===== src/dhsr_pkg.sv =====
// shared types, constants and command codes for the dual h-bridge slew ramp
// no dependencies
package dhsr_pkg;

    localparam int DUTY_BITS_DEF = 16;
    localparam int FIELD_W       = 16;
    localparam int LIMIT_W       = 10;
    localparam int STALL_W       = 11;
    localparam int PCT_W         = 8;
    localparam int OP_W          = 2;
    localparam int CFG_IDX_W     = 2;

    localparam int PROD_W        = 24;
    localparam int RECIP_W       = 25;
    localparam int RECIP_SHIFT   = 31;
    localparam int QUOT_W        = 18;
    localparam int MUL_W         = PROD_W + RECIP_W;

    localparam int S_TDATA_W     = 24;
    localparam int S_TUSER_W     = 3;
    localparam int M_TDATA_W     = 72;

    // ceil(2^31 / 100), exact floor division for any 24-bit dividend
    localparam logic [RECIP_W-1:0] RECIP_100 = 25'd21474837;

    localparam logic [FIELD_W-1:0] PERIOD_RST      = 16'd1000;
    localparam logic [FIELD_W-1:0] RAMP_STEP_RST   = 16'd10;
    localparam logic [LIMIT_W-1:0] STALL_LIMIT_RST = 10'd100;
    localparam logic [STALL_W-1:0] STALL_SAT       = 11'd2047;
    localparam logic [PCT_W-1:0]   PCT_SPLIT       = 8'd50;

    localparam logic [OP_W-1:0] OP_TICK  = 2'd0;
    localparam logic [OP_W-1:0] OP_SET   = 2'd1;
    localparam logic [OP_W-1:0] OP_SPOOL = 2'd2;
    localparam logic [OP_W-1:0] OP_STOP  = 2'd3;

    localparam logic MOTOR_A = 1'b0;

    localparam logic [CFG_IDX_W-1:0] REG_PERIOD      = 2'd0;
    localparam logic [CFG_IDX_W-1:0] REG_RAMP_STEP   = 2'd1;
    localparam logic [CFG_IDX_W-1:0] REG_STALL_LIMIT = 2'd2;

    typedef struct packed {
        logic [OP_W-1:0]    op;
        logic               sel;
        logic [FIELD_W-1:0] duty;
        logic               spool_b;
        logic [PROD_W-1:0]  prod;
    } prod_item_t;

    typedef struct packed {
        logic [OP_W-1:0]    op;
        logic               sel;
        logic [FIELD_W-1:0] duty;
        logic               spool_b;
        logic [QUOT_W-1:0]  quot;
    } cmd_item_t;

    typedef struct packed {
        logic moving;
        logic stall_hit;
    } ramp_flags_t;

    typedef struct packed {
        logic               stall_trip;
        logic [FIELD_W-1:0] duty_motor_b;
        logic [FIELD_W-1:0] duty_motor_a;
        logic               bridge_enable;
        logic [FIELD_W-1:0] channel_two_compare;
        logic [FIELD_W-1:0] channel_one_compare;
    } result_t;

endpackage


===== src/dual_hbridge_slew_ramp.sv =====
// dual h-bridge slew ramp: an s_ word reaches its m_ word through three registers (input/product,
// divide-by-100 quotient, motor state and result), one word per cycle unless m_tready stalls.
// throughput is set by the per-motor ramp logic closing combinationally on the state registers.
// aresetn (synchronous, active low) clears duties, targets, stall counts, compares and the bridge
// enable, empties the pipe and loads period 1000, ramp step 10, stall limit 100.
module dual_hbridge_slew_ramp import dhsr_pkg::*; #(
    parameter int DUTY_BITS = DUTY_BITS_DEF
) (
    input  logic                   aclk,
    input  logic                   aresetn,
    input  logic                   cfg_wr_en,
    input  logic [CFG_IDX_W-1:0]   cfg_wr_index,
    input  logic [FIELD_W-1:0]     cfg_wr_data,
    input  logic                   s_tvalid,
    output logic                   s_tready,
    // duty_value, spool_percent
    input  logic [S_TDATA_W-1:0]   s_tdata,
    // operation, motor_select
    input  logic [S_TUSER_W-1:0]   s_tuser,
    output logic                   m_tvalid,
    input  logic                   m_tready,
    // channel_one_compare, channel_two_compare, bridge_enable, duty_motor_a, duty_motor_b,
    // stall_trip, zero pad
    output logic [M_TDATA_W-1:0]   m_tdata
);

    localparam logic [FIELD_W-1:0] DUTY_MAX_F = FIELD_W'((32'd1 << DUTY_BITS) - 32'd1);

    logic [FIELD_W-1:0]   period_reg;
    logic [FIELD_W-1:0]   ramp_step_reg;
    logic [LIMIT_W-1:0]   stall_limit_reg;
    logic [DUTY_BITS-1:0] clamp_period;
    logic                 cmd_valid, cmd_ready;
    cmd_item_t            cmd;
    result_t              res;

    always_ff @(posedge aclk) begin
        if (!aresetn) begin
            period_reg      <= PERIOD_RST;
            ramp_step_reg   <= RAMP_STEP_RST;
            stall_limit_reg <= STALL_LIMIT_RST;
        end else if (cfg_wr_en) begin
            unique case (cfg_wr_index)
                REG_PERIOD:      period_reg      <= cfg_wr_data;
                REG_RAMP_STEP:   ramp_step_reg   <= cfg_wr_data;
                REG_STALL_LIMIT: stall_limit_reg <= cfg_wr_data[LIMIT_W-1:0];
                default: begin
                    period_reg <= period_reg;
                end
            endcase
        end
    end

    assign clamp_period = (period_reg > DUTY_MAX_F) ? DUTY_BITS'(DUTY_MAX_F)
                                                    : DUTY_BITS'(period_reg);

    dhsr_scale #(.DUTY_BITS(DUTY_BITS)) u_scale (
        .aclk         (aclk),
        .aresetn      (aresetn),
        .in_valid     (s_tvalid),
        .in_ready     (s_tready),
        .in_op        (s_tuser[OP_W-1:0]),
        .in_sel       (s_tuser[OP_W]),
        .in_duty      (s_tdata[FIELD_W-1:0]),
        .in_pct       (s_tdata[FIELD_W +: PCT_W]),
        .clamp_period (clamp_period),
        .cmd_valid    (cmd_valid),
        .cmd_ready    (cmd_ready),
        .cmd          (cmd)
    );

    dhsr_core #(.DUTY_BITS(DUTY_BITS)) u_core (
        .aclk         (aclk),
        .aresetn      (aresetn),
        .cmd_valid    (cmd_valid),
        .cmd_ready    (cmd_ready),
        .cmd          (cmd),
        .clamp_period (clamp_period),
        .ramp_step    (ramp_step_reg),
        .stall_limit  (stall_limit_reg),
        .res_valid    (m_tvalid),
        .res_ready    (m_tready),
        .res          (res)
    );

    assign m_tdata = M_TDATA_W'(res);

endmodule


===== src/dhsr_scale.sv =====
// input register and spool scaling: pct * period, then divide by 100
// depends on dhsr_pkg
module dhsr_scale import dhsr_pkg::*; #(
    parameter int DUTY_BITS = DUTY_BITS_DEF
) (
    input  logic                  aclk,
    input  logic                  aresetn,
    input  logic                  in_valid,
    output logic                  in_ready,
    input  logic [OP_W-1:0]       in_op,
    input  logic                  in_sel,
    input  logic [FIELD_W-1:0]    in_duty,
    input  logic [PCT_W-1:0]      in_pct,
    input  logic [DUTY_BITS-1:0]  clamp_period,
    output logic                  cmd_valid,
    input  logic                  cmd_ready,
    output cmd_item_t             cmd
);

    logic       s1_valid_reg, s1_valid_next;
    prod_item_t s1_item_reg;
    logic       s2_valid_reg, s2_valid_next;
    cmd_item_t  s2_item_reg;
    logic       s2_ready;
    logic       load1;
    logic [MUL_W-1:0] recip_mul;

    assign s2_ready = !s2_valid_reg || cmd_ready;
    assign in_ready = !s1_valid_reg || s2_ready;
    assign load1    = in_valid && in_ready;

    always_comb begin
        if (load1) begin
            s1_valid_next = 1'b1;
        end else if (s2_ready) begin
            s1_valid_next = 1'b0;
        end else begin
            s1_valid_next = s1_valid_reg;
        end
        s2_valid_next = s2_ready ? s1_valid_reg : s2_valid_reg;
    end

    assign recip_mul = MUL_W'(s1_item_reg.prod) * MUL_W'(RECIP_100);

    always_ff @(posedge aclk) begin
        if (!aresetn) begin
            s1_valid_reg <= 1'b0;
            s2_valid_reg <= 1'b0;
        end else begin
            s1_valid_reg <= s1_valid_next;
            s2_valid_reg <= s2_valid_next;
        end
    end

    always_ff @(posedge aclk) begin
        if (load1) begin
            s1_item_reg.op      <= in_op;
            s1_item_reg.sel     <= in_sel;
            s1_item_reg.duty    <= in_duty;
            s1_item_reg.spool_b <= (in_pct <= PCT_SPLIT);
            s1_item_reg.prod    <= PROD_W'(in_pct) * PROD_W'(clamp_period);
        end
        if (s2_ready && s1_valid_reg) begin
            s2_item_reg.op      <= s1_item_reg.op;
            s2_item_reg.sel     <= s1_item_reg.sel;
            s2_item_reg.duty    <= s1_item_reg.duty;
            s2_item_reg.spool_b <= s1_item_reg.spool_b;
            s2_item_reg.quot    <= recip_mul[RECIP_SHIFT +: QUOT_W];
        end
    end

    assign cmd_valid = s2_valid_reg;
    assign cmd       = s2_item_reg;

endmodule


===== src/dhsr_ramp.sv =====
// one motor's slew step toward its target with stall counting
// depends on dhsr_pkg
module dhsr_ramp import dhsr_pkg::*; #(
    parameter int DUTY_BITS = DUTY_BITS_DEF
) (
    input  logic [DUTY_BITS-1:0] tgt,
    input  logic [DUTY_BITS-1:0] cur,
    input  logic [STALL_W-1:0]   cnt,
    input  logic [FIELD_W-1:0]   ramp_step,
    input  logic [LIMIT_W-1:0]   stall_limit,
    output logic [DUTY_BITS-1:0] nxt,
    output logic [STALL_W-1:0]   cnt_next,
    output ramp_flags_t          flags
);

    logic [FIELD_W:0]      up_sum;
    logic [DUTY_BITS-1:0]  up_nxt;
    logic [FIELD_W-1:0]    dn_base;
    logic [DUTY_BITS-1:0]  dn_nxt;
    logic [STALL_W-1:0]    cnt_inc;
    logic                  moving;
    logic                  no_progress;

    assign moving  = (cur != tgt);
    assign up_sum  = (FIELD_W+1)'(cur) + (FIELD_W+1)'(ramp_step);
    assign up_nxt  = (up_sum > (FIELD_W+1)'(tgt)) ? tgt : DUTY_BITS'(up_sum);
    assign dn_base = (FIELD_W'(cur) > ramp_step) ? FIELD_W'(cur) - ramp_step : '0;
    assign dn_nxt  = (dn_base < FIELD_W'(tgt)) ? tgt : DUTY_BITS'(dn_base);
    assign cnt_inc = (cnt == STALL_SAT) ? cnt : cnt + STALL_W'(1);

    always_comb begin
        if (!moving) begin
            nxt = cur;
        end else if (cur < tgt) begin
            nxt = up_nxt;
        end else begin
            nxt = dn_nxt;
        end
    end

    assign no_progress = moving && (nxt == cur);
    assign cnt_next    = no_progress ? cnt_inc : '0;

    assign flags.moving    = moving;
    assign flags.stall_hit = no_progress && (cnt_inc > STALL_W'(stall_limit));

endmodule


===== src/dhsr_core.sv =====
// motor state, command decode, interlock and result register
// depends on dhsr_pkg and dhsr_ramp
module dhsr_core import dhsr_pkg::*; #(
    parameter int DUTY_BITS = DUTY_BITS_DEF
) (
    input  logic                  aclk,
    input  logic                  aresetn,
    input  logic                  cmd_valid,
    output logic                  cmd_ready,
    input  cmd_item_t             cmd,
    input  logic [DUTY_BITS-1:0]  clamp_period,
    input  logic [FIELD_W-1:0]    ramp_step,
    input  logic [LIMIT_W-1:0]    stall_limit,
    output logic                  res_valid,
    input  logic                  res_ready,
    output result_t               res
);

    logic [DUTY_BITS-1:0] tgt_a_reg, tgt_a_next, tgt_b_reg, tgt_b_next;
    logic [DUTY_BITS-1:0] cur_a_reg, cur_a_next, cur_b_reg, cur_b_next;
    logic [STALL_W-1:0]   cnt_a_reg, cnt_a_next, cnt_b_reg, cnt_b_next;
    logic [DUTY_BITS-1:0] cmp1_reg, cmp1_next, cmp2_reg, cmp2_next;
    logic                 en_reg, en_next;
    logic                 trip_reg, trip_next;
    logic                 valid_reg, valid_next;
    logic                 adv;

    logic [DUTY_BITS-1:0] il_a, il_b;
    logic [DUTY_BITS-1:0] nxt_a, nxt_b;
    logic [STALL_W-1:0]   rcnt_a, rcnt_b;
    ramp_flags_t          flags_a, flags_b;
    logic [DUTY_BITS-1:0] set_duty, spool_duty;

    assign cmd_ready = !valid_reg || res_ready;
    assign adv       = cmd_valid && cmd_ready;

    // interlock: keep only the larger target, b loses a tie
    always_comb begin
        il_a = tgt_a_reg;
        il_b = tgt_b_reg;
        if ((tgt_a_reg != '0) && (tgt_b_reg != '0)) begin
            if (tgt_a_reg < tgt_b_reg) begin
                il_a = '0;
            end else begin
                il_b = '0;
            end
        end
    end

    dhsr_ramp #(.DUTY_BITS(DUTY_BITS)) u_ramp_a (
        .tgt         (il_a),
        .cur         (cur_a_reg),
        .cnt         (cnt_a_reg),
        .ramp_step   (ramp_step),
        .stall_limit (stall_limit),
        .nxt         (nxt_a),
        .cnt_next    (rcnt_a),
        .flags       (flags_a)
    );

    dhsr_ramp #(.DUTY_BITS(DUTY_BITS)) u_ramp_b (
        .tgt         (il_b),
        .cur         (cur_b_reg),
        .cnt         (cnt_b_reg),
        .ramp_step   (ramp_step),
        .stall_limit (stall_limit),
        .nxt         (nxt_b),
        .cnt_next    (rcnt_b),
        .flags       (flags_b)
    );

    assign set_duty   = (cmd.duty > FIELD_W'(clamp_period)) ? clamp_period
                                                            : DUTY_BITS'(cmd.duty);
    assign spool_duty = (cmd.quot > QUOT_W'(clamp_period)) ? clamp_period
                                                           : DUTY_BITS'(cmd.quot);

    always_comb begin
        tgt_a_next = tgt_a_reg;
        tgt_b_next = tgt_b_reg;
        cur_a_next = cur_a_reg;
        cur_b_next = cur_b_reg;
        cnt_a_next = cnt_a_reg;
        cnt_b_next = cnt_b_reg;
        cmp1_next  = cmp1_reg;
        cmp2_next  = cmp2_reg;
        en_next    = en_reg;
        trip_next  = 1'b0;
        unique case (cmd.op)
            OP_TICK: begin
                if (!en_reg) begin
                    cmp1_next = '0;
                    cmp2_next = '0;
                end else begin
                    tgt_a_next = il_a;
                    tgt_b_next = il_b;
                    cur_a_next = nxt_a;
                    cur_b_next = nxt_b;
                    cnt_a_next = rcnt_a;
                    cnt_b_next = rcnt_b;
                    if (flags_a.moving) begin
                        cmp1_next = nxt_a;
                        cmp2_next = '0;
                    end
                    if (flags_b.moving) begin
                        cmp1_next = '0;
                        cmp2_next = nxt_b;
                    end
                    if (flags_a.stall_hit || flags_b.stall_hit) begin
                        tgt_a_next = '0;
                        tgt_b_next = '0;
                        en_next    = 1'b0;
                        cmp1_next  = '0;
                        cmp2_next  = '0;
                        trip_next  = 1'b1;
                    end
                end
            end
            OP_SET: begin
                if (cmd.sel == MOTOR_A) begin
                    tgt_a_next = set_duty;
                end else begin
                    tgt_b_next = set_duty;
                end
            end
            OP_SPOOL: begin
                if (cmd.spool_b) begin
                    tgt_a_next = '0;
                    tgt_b_next = spool_duty;
                end else begin
                    tgt_a_next = spool_duty;
                    tgt_b_next = '0;
                end
                en_next = 1'b1;
            end
            OP_STOP: begin
                tgt_a_next = '0;
                tgt_b_next = '0;
                en_next    = 1'b0;
                cmp1_next  = '0;
                cmp2_next  = '0;
            end
            default: begin
                en_next = en_reg;
            end
        endcase
    end

    always_comb begin
        if (adv) begin
            valid_next = 1'b1;
        end else if (res_ready) begin
            valid_next = 1'b0;
        end else begin
            valid_next = valid_reg;
        end
    end

    always_ff @(posedge aclk) begin
        if (!aresetn) begin
            tgt_a_reg <= '0;
            tgt_b_reg <= '0;
            cur_a_reg <= '0;
            cur_b_reg <= '0;
            cnt_a_reg <= '0;
            cnt_b_reg <= '0;
            cmp1_reg  <= '0;
            cmp2_reg  <= '0;
            en_reg    <= 1'b0;
            trip_reg  <= 1'b0;
            valid_reg <= 1'b0;
        end else begin
            valid_reg <= valid_next;
            if (adv) begin
                tgt_a_reg <= tgt_a_next;
                tgt_b_reg <= tgt_b_next;
                cur_a_reg <= cur_a_next;
                cur_b_reg <= cur_b_next;
                cnt_a_reg <= cnt_a_next;
                cnt_b_reg <= cnt_b_next;
                cmp1_reg  <= cmp1_next;
                cmp2_reg  <= cmp2_next;
                en_reg    <= en_next;
                trip_reg  <= trip_next;
            end
        end
    end

    // the state registers double as the result word: they only move when a word is loaded
    assign res_valid                = valid_reg;
    assign res.channel_one_compare  = FIELD_W'(cmp1_reg);
    assign res.channel_two_compare  = FIELD_W'(cmp2_reg);
    assign res.bridge_enable        = en_reg;
    assign res.duty_motor_a         = FIELD_W'(cur_a_reg);
    assign res.duty_motor_b         = FIELD_W'(cur_b_reg);
    assign res.stall_trip           = trip_reg;

`ifndef ASSERT_OFF
    a_trip_stops: assert property (@(posedge aclk) disable iff (!aresetn)
        trip_reg |-> (!en_reg && cmp1_reg == '0 && cmp2_reg == '0
                      && tgt_a_reg == '0 && tgt_b_reg == '0))
        else $error("stall trip without full stop");

    a_trip_only_tick: assert property (@(posedge aclk) disable iff (!aresetn)
        (adv && cmd.op != OP_TICK) |=> !trip_reg)
        else $error("stall trip on a non-tick command");

    a_interlock: assert property (@(posedge aclk) disable iff (!aresetn)
        (adv && cmd.op == OP_TICK && en_reg) |=> (tgt_a_reg == '0 || tgt_b_reg == '0))
        else $error("both targets nonzero after an enabled tick");

    a_duty_hold: assert property (@(posedge aclk) disable iff (!aresetn)
        (adv && cmd.op != OP_TICK) |=> ($stable(cur_a_reg) && $stable(cur_b_reg)))
        else $error("duty moved outside a tick");

    a_spool_enables: assert property (@(posedge aclk) disable iff (!aresetn)
        (adv && cmd.op == OP_SPOOL) |=> en_reg)
        else $error("spool command left bridge disabled");

    a_hold_stalled: assert property (@(posedge aclk) disable iff (!aresetn)
        (valid_reg && !res_ready) |=> (valid_reg && $stable(cur_a_reg) && $stable(cmp1_reg)))
        else $error("result word changed while stalled");
`endif

endmodule

===== config.mk =====
export PLATFORM = sky130hd
export DESIGN_NAME = dual_hbridge_slew_ramp
export DESIGN_NICKNAME = d
export VERILOG_FILES = /design/src/dhsr_pkg.sv /design/src/dual_hbridge_slew_ramp.sv /design/src/dhsr_scale.sv /design/src/dhsr_ramp.sv /design/src/dhsr_core.sv
export SDC_FILE = /design/constraint.sdc
export NUM_CORES = 2
export LEC_CHECK = 0
export ABC_AREA = 1
export BUFFER_PORTS_ARGS = -buffer_cell sky130_fd_sc_hd__buf_2
export CAP_MARGIN = 30
export CORE_UTILIZATION = 35
export DETAILED_ROUTE_END_ITERATION = 16
export GPL_TIMING_DRIVEN = 0
export PLACE_DENSITY = 0.54
export SLEW_MARGIN = 20
export SYNTH_ARGS = -nofsm -noshare
export SYNTH_HDL_FRONTEND = slang
export SYNTH_SLANG_ARGS = --single-unit

===== constraint.sdc =====
create_clock -name aclk -period 17.6 [get_ports aclk]
set_input_delay 3.52 -clock aclk [delete_from_list [all_inputs] [get_ports aclk]]
set_output_delay 3.52 -clock aclk [all_outputs]
set_load 0.05 [all_outputs]

# Yosys cells after proc, flatten, opt, wreduce, memory -nomap -nowiden

Index checks and enable logic that the tools add are counted.

Add/subtract/negate cells: 6
Multipliers: 2
Divide/modulo/power cells: 0
Magnitude comparators: 15
Equality and inequality tests: 15
Shift operators: 0
Muxes and demuxes: 51
Bitwise logic cells: 0
Reductions and logical operators: 31

Operators by type and width:

| cell                   | count |
|---|---|
| $mux 16                | 33 |
| $pmux 16 s4            | 2 |
| $lt 16x16->1           | 5 |
| $pmux 16 s2            | 2 |
| $mul 24x25->49 const B | 1 |
| $gt 16x16->1           | 3 |
| $mux 11                | 4 |
| $add 16x16->17         | 2 |
| $gt 17x16->1           | 2 |
| $eq 16x16->1           | 2 |
| $ne 16x16->1           | 2 |
| $reduce_bool 16->1     | 2 |
| $sub 16x16->16         | 2 |
| $mul 8x16->24          | 1 |
| $add 11x1->11 const B  | 2 |
| $eq 11x11->1 const B   | 2 |
| $gt 11x10->1           | 2 |
| $gt 18x16->1           | 1 |
| $gt 16x16->1 const B   | 1 |
| $reduce_and 3->1       | 4 |
| $mux 1                 | 9 |
| $le 8x6->1 const B     | 1 |
| $logic_and 1x1->1      | 8 |
| $reduce_and 2->1       | 4 |
| other kinds (11)       | 23 |

Register bits after elaboration: 247
Latch bits: 0
Memory bits (writable): 0
Bits in read-only memories: 0
Input port bits: 50
Output and inout bits: 74
Word-level logic and storage cells: 146
Memories kept: 0

# Depth between registers and ports, before layout

Depth in word-level cells: 14
Mapped depth: 41
Depth with buffers taken out: 38

# Hierarchy

A second synthesis with hierarchy kept.

Cell total of the unflattened synthesis: 5006
Area total of the unflattened synthesis: 35935.7 sq um

By module, submodules not included:

| module                       | instances | cells each | area an instance (sq um) | sequential area each (sq um) |
|---|---|---|---|---|
| dhsr_scale                   | 1         | 2009       | 17541.8                  | 2502.4 |
| dhsr_core                    | 1         | 1083       | 7209.4                   | 2422.3 |
| dhsr_ramp at u_core.u_ramp_b | 1         | 830        | 4763.3                   | 0.0 |
| dhsr_ramp at u_core.u_ramp_a | 1         | 825        | 4616.9                   | 0.0 |
| dual_hbridge_slew_ramp       | 1         | 259        | 1804.2                   | 840.8 |

# Least setup slack after synthesis

No wires, ideal clock.

Path type: input to register
Start point: in s_tdata[20]
End point: reg u_scale.s1_item_reg[22] in the netlist's numbering, data pin
Setup time: 0.258 ns
Data arrival time: 8.296 ns
Required time: 17.342 ns
Path slack: 9.046 ns
Stages on the path: 26
Path buffers: 2
Cells stage by stage: clkbuf_1 clkbuf_1 nand2_1 fa_1 fa_1 inv_1 fa_1 fa_1 ha_1 nand2_1 o21ai_0 nand3_1 nand2_1 a21oi_1 inv_1 a21oi_1 o21ai_0 nand3_1 nand2_1 a21o_1 a21oi_1 o21ai_0 a21oi_1 nor2_1 nor2_1 xnor2_1

Cells in the longest elaborated chain, start to end: 1

RTL lines:

| what            | RTL line                     | source |
|---|---|---|
| start, declared | dual_hbridge_slew_ramp.sv:17 | `input logic [S_TDATA_W-1:0] s_tdata,` |
| $mul 8x16->24   | dhsr_scale.sv:61             | `s1_item_reg.prod <= PROD_W'(in_pct) * PROD_W'(clamp_period);` |
| end, declared   | dhsr_scale.sv:21             | `prod_item_t s1_item_reg;` |

No other way between the ends.
A chain may end at the register's enable or synchronous reset.

# Worst setup path after layout

Ends and elaborated chain as after synthesis.

==> summary.md <==
| Metric | Value |
|---|---|
| Number of flip-flops in the largest register | 44 |
| Vias in the first global route | 28370 |
| Clock root buffer | clkbuf_16 |
| Leading area contributor after synthesis | ha_1 |
| First-pass GRT wire length | 171000 µm |
| IO Pins | 124 |
| Core area | 93600 µm² |
| GRT Residual Overflow | 0 |
| Final hold vios | 0 |
| Gate Count Post-Synth | 4309 |
| Setup bufs post-CTS | 0 |
| Num rows | 112 |
| Setup CP Type | input pin to flop |
| Fraction of layout instances using a drive strength above 1 | 0.0762 |
| Synthesized area | 33200 µm² |
| FFs w/ async S/R, synth | 0 |
| Clk buf depth | 3 |
| CP Max Fanout | 10 |
| Final setup violation count | 0 |
| Ys flop type | dfxtp_1 |
| WP data required | 17.97 ns |
| # diodes | 0 |
| Hold buffers post-CTS | 0 |
| Drc violations | 0 |
| Critical Path End Type | flop |
| Total negative slack | 0 ns |
| Top cells by area, synth | ha_1, fa_1, dfxtp_1, inv_1, nand2_1 |
| Die X | 310 µm |
| Die Ht | 310 µm |
| Final nets | 5328 |
| DIE AREA | 96100 µm² |
| Unrepaired setup endpoints after global routing | no |
| Status | finished clean |
| CP Launch Type | input pin |
| Vias per inst | 5.10 |
| First-pass DRT Iterations | 7 |
| CTS tree | built |
| Yosys warnings | 0 |
| Initial drt markers | 2374 |
| Synth cell types | 71 |
| Final HPWL DP | 94900 µm |
| Hold crit path type | flop to flop |
| Non-filler cells, final | 5742 |
| Largest net degree at the start of global routing | 34 |
| WL/cell | 19.4 µm |
| Final wirelength | 112000 µm |
| Slew headroom | 0.293 |
| Post-synth EDFFs | 82 |
| Placed cells | 5682 |
| Most frequent cells after synthesis | inv_1, nand2_1, ha_1 |
| Max-cap violations | 0 |
| Tcrit/Tclk final | 0.500 |
| Crit path arrival time | 9.17 ns |
| Average instance area after synthesis | 7.70 µm² |
| Most common cell in the netlist | inv_1 |
| GRT Total Usage | 0.235 |
| CTS Sinks | 247 |
| Detail Route Antenna Nets | 0 |
| Final min period | 8.80 ns |
| Top-area cell type share of the netlist area | 0.198 |
| Starting density of the core | 0.355 |
| Via count | 29256 |
| Final Skew | 0.0181 ns |
| PostCTS Resize Cnt | 0 |
| Clock transition at the registers of the reported paths | 0.06 ns |
| H-tree lvl count | 1 |
| Antenna violations before repair | 7 |
| Worst-Skew Late Latency | 0.63 ns |
| Register area share after synthesis | 0.174 |
| Hold Slack | 0.417 ns |
| Final Wtd Congestion | 0.984 |
| Worst Tran Pin Value | 1.05 ns |
| Number of port buffers | 109 |
| Total CTS buffers | 31 |
| Fmax | 0.114 GHz |
| Seq cells post-synth | 247 |
| Final Slew Violations | 0 |
| P&R area growth vs syn | 9.82% |
-- worst paths after layout --
path | from | to | slack [ns] | depth (start not counted)
setup reg to reg | u_scale.s1_item_reg[4]$_DFFE_PP_ | u_scale.cmd[16]$_DFFE_PP_ | 10.37 | 20
hold / removal | u_scale.s1_item_reg[28]$_DFFE_PP_ | u_scale.cmd[22]$_DFFE_PP_ | 0.42 | 0
hold reg to reg | u_scale.s1_item_reg[28]$_DFFE_PP_ | u_scale.cmd[22]$_DFFE_PP_ | 0.42 | 0
setup / recovery | s_tdata[20] | u_scale.s1_item_reg[22]$_DFFE_PP_ | 8.80 | 26
-- per-stage QoR --
stage | setup WS [ns] | utilization | cell area [µm²]
after floorplan | 9.05 | - | 33200
after CTS | 8.80 | 0.389 | 36400
after detailed placement | 8.15 | 0.378 | 35400
after global placement | 8.15 | 0.377 | 35300
after global routing | 8.29 | 0.389 | 36400
final | 8.80 | 0.389 | 36400
-- layout by cell type (no fill, tap or decap), drive strengths merged, types with 165 or more instances in the layout --
master / count
a21oi: 307
inv: 832
ha: 524
nand2: 789
o21ai: 255
fa: 290
dfxtp: 165
nand3: 269
buf: 185
nor2: 271
-- cells by family (layout without fill, tap and decap cells) --
kind of cell	count (synthesis)	count (layout)	share of synthesized area
and+or+nand+nor	1437	1437	0.187
DFF	247	247	0.174
muxes	1	1	0.000302
AOI/OAI and AO/OA	733	733	0.125
buffers and inverters	992	1166	0.119
adders and majority gates	814	814	0.372
xor gates and xnor gates	84	84	0.0222
other	1	6	0.000113
-- area by class of cell --
type	instances	area, µm²
Buffer	159	812
Sequential cell	247	5770
Clock inverter	17	174
Fill cell	10031	57200
Multi-Input combinational cell	3075	23500
Tap cell	1254	1570
Clock buffer	40	861
Inverter	833	3130
Timing Repair Buffer	117	631
-- worst max-delay path, stage by stage --
cell and delay (ns):
clkbuf_1 0.39, clkbuf_1 0.47, nand2_1 0.16, fa_1 0.53, fa_1 0.49, inv_1 0.06, fa_1 0.51, fa_1 0.50
ha_1 0.37, a21oi_1 0.14, o21ai_0 0.14, nand3_1 0.10, nand2_1 0.09, a21oi_1 0.16, inv_1 0.05, a21oi_1 0.22
o21ai_0 0.18, nand3_1 0.10, nand2_1 0.08, a21o_1 0.16, a21oi_1 0.21, o21ai_0 0.17, a21oi_1 0.15, nor2_1 0.05
nor2_1 0.10, xnor2_1 0.07
-- layer usage --
metal | up-vias | GRT usage | share of wire
met5 | - | 0 | 0.000072
met4 | 2 | 0.0402 | 0.018
met3 | 103 | 0.0278 | 0.065
met2 | 817 | 0.358 | 0.43
met1 | 14075 | 0.356 | 0.49
li1 | 14259 | - | -
Power is not shown: default switching activity piles up to over one toggle a cycle in this logic, so the estimate is an artifact.
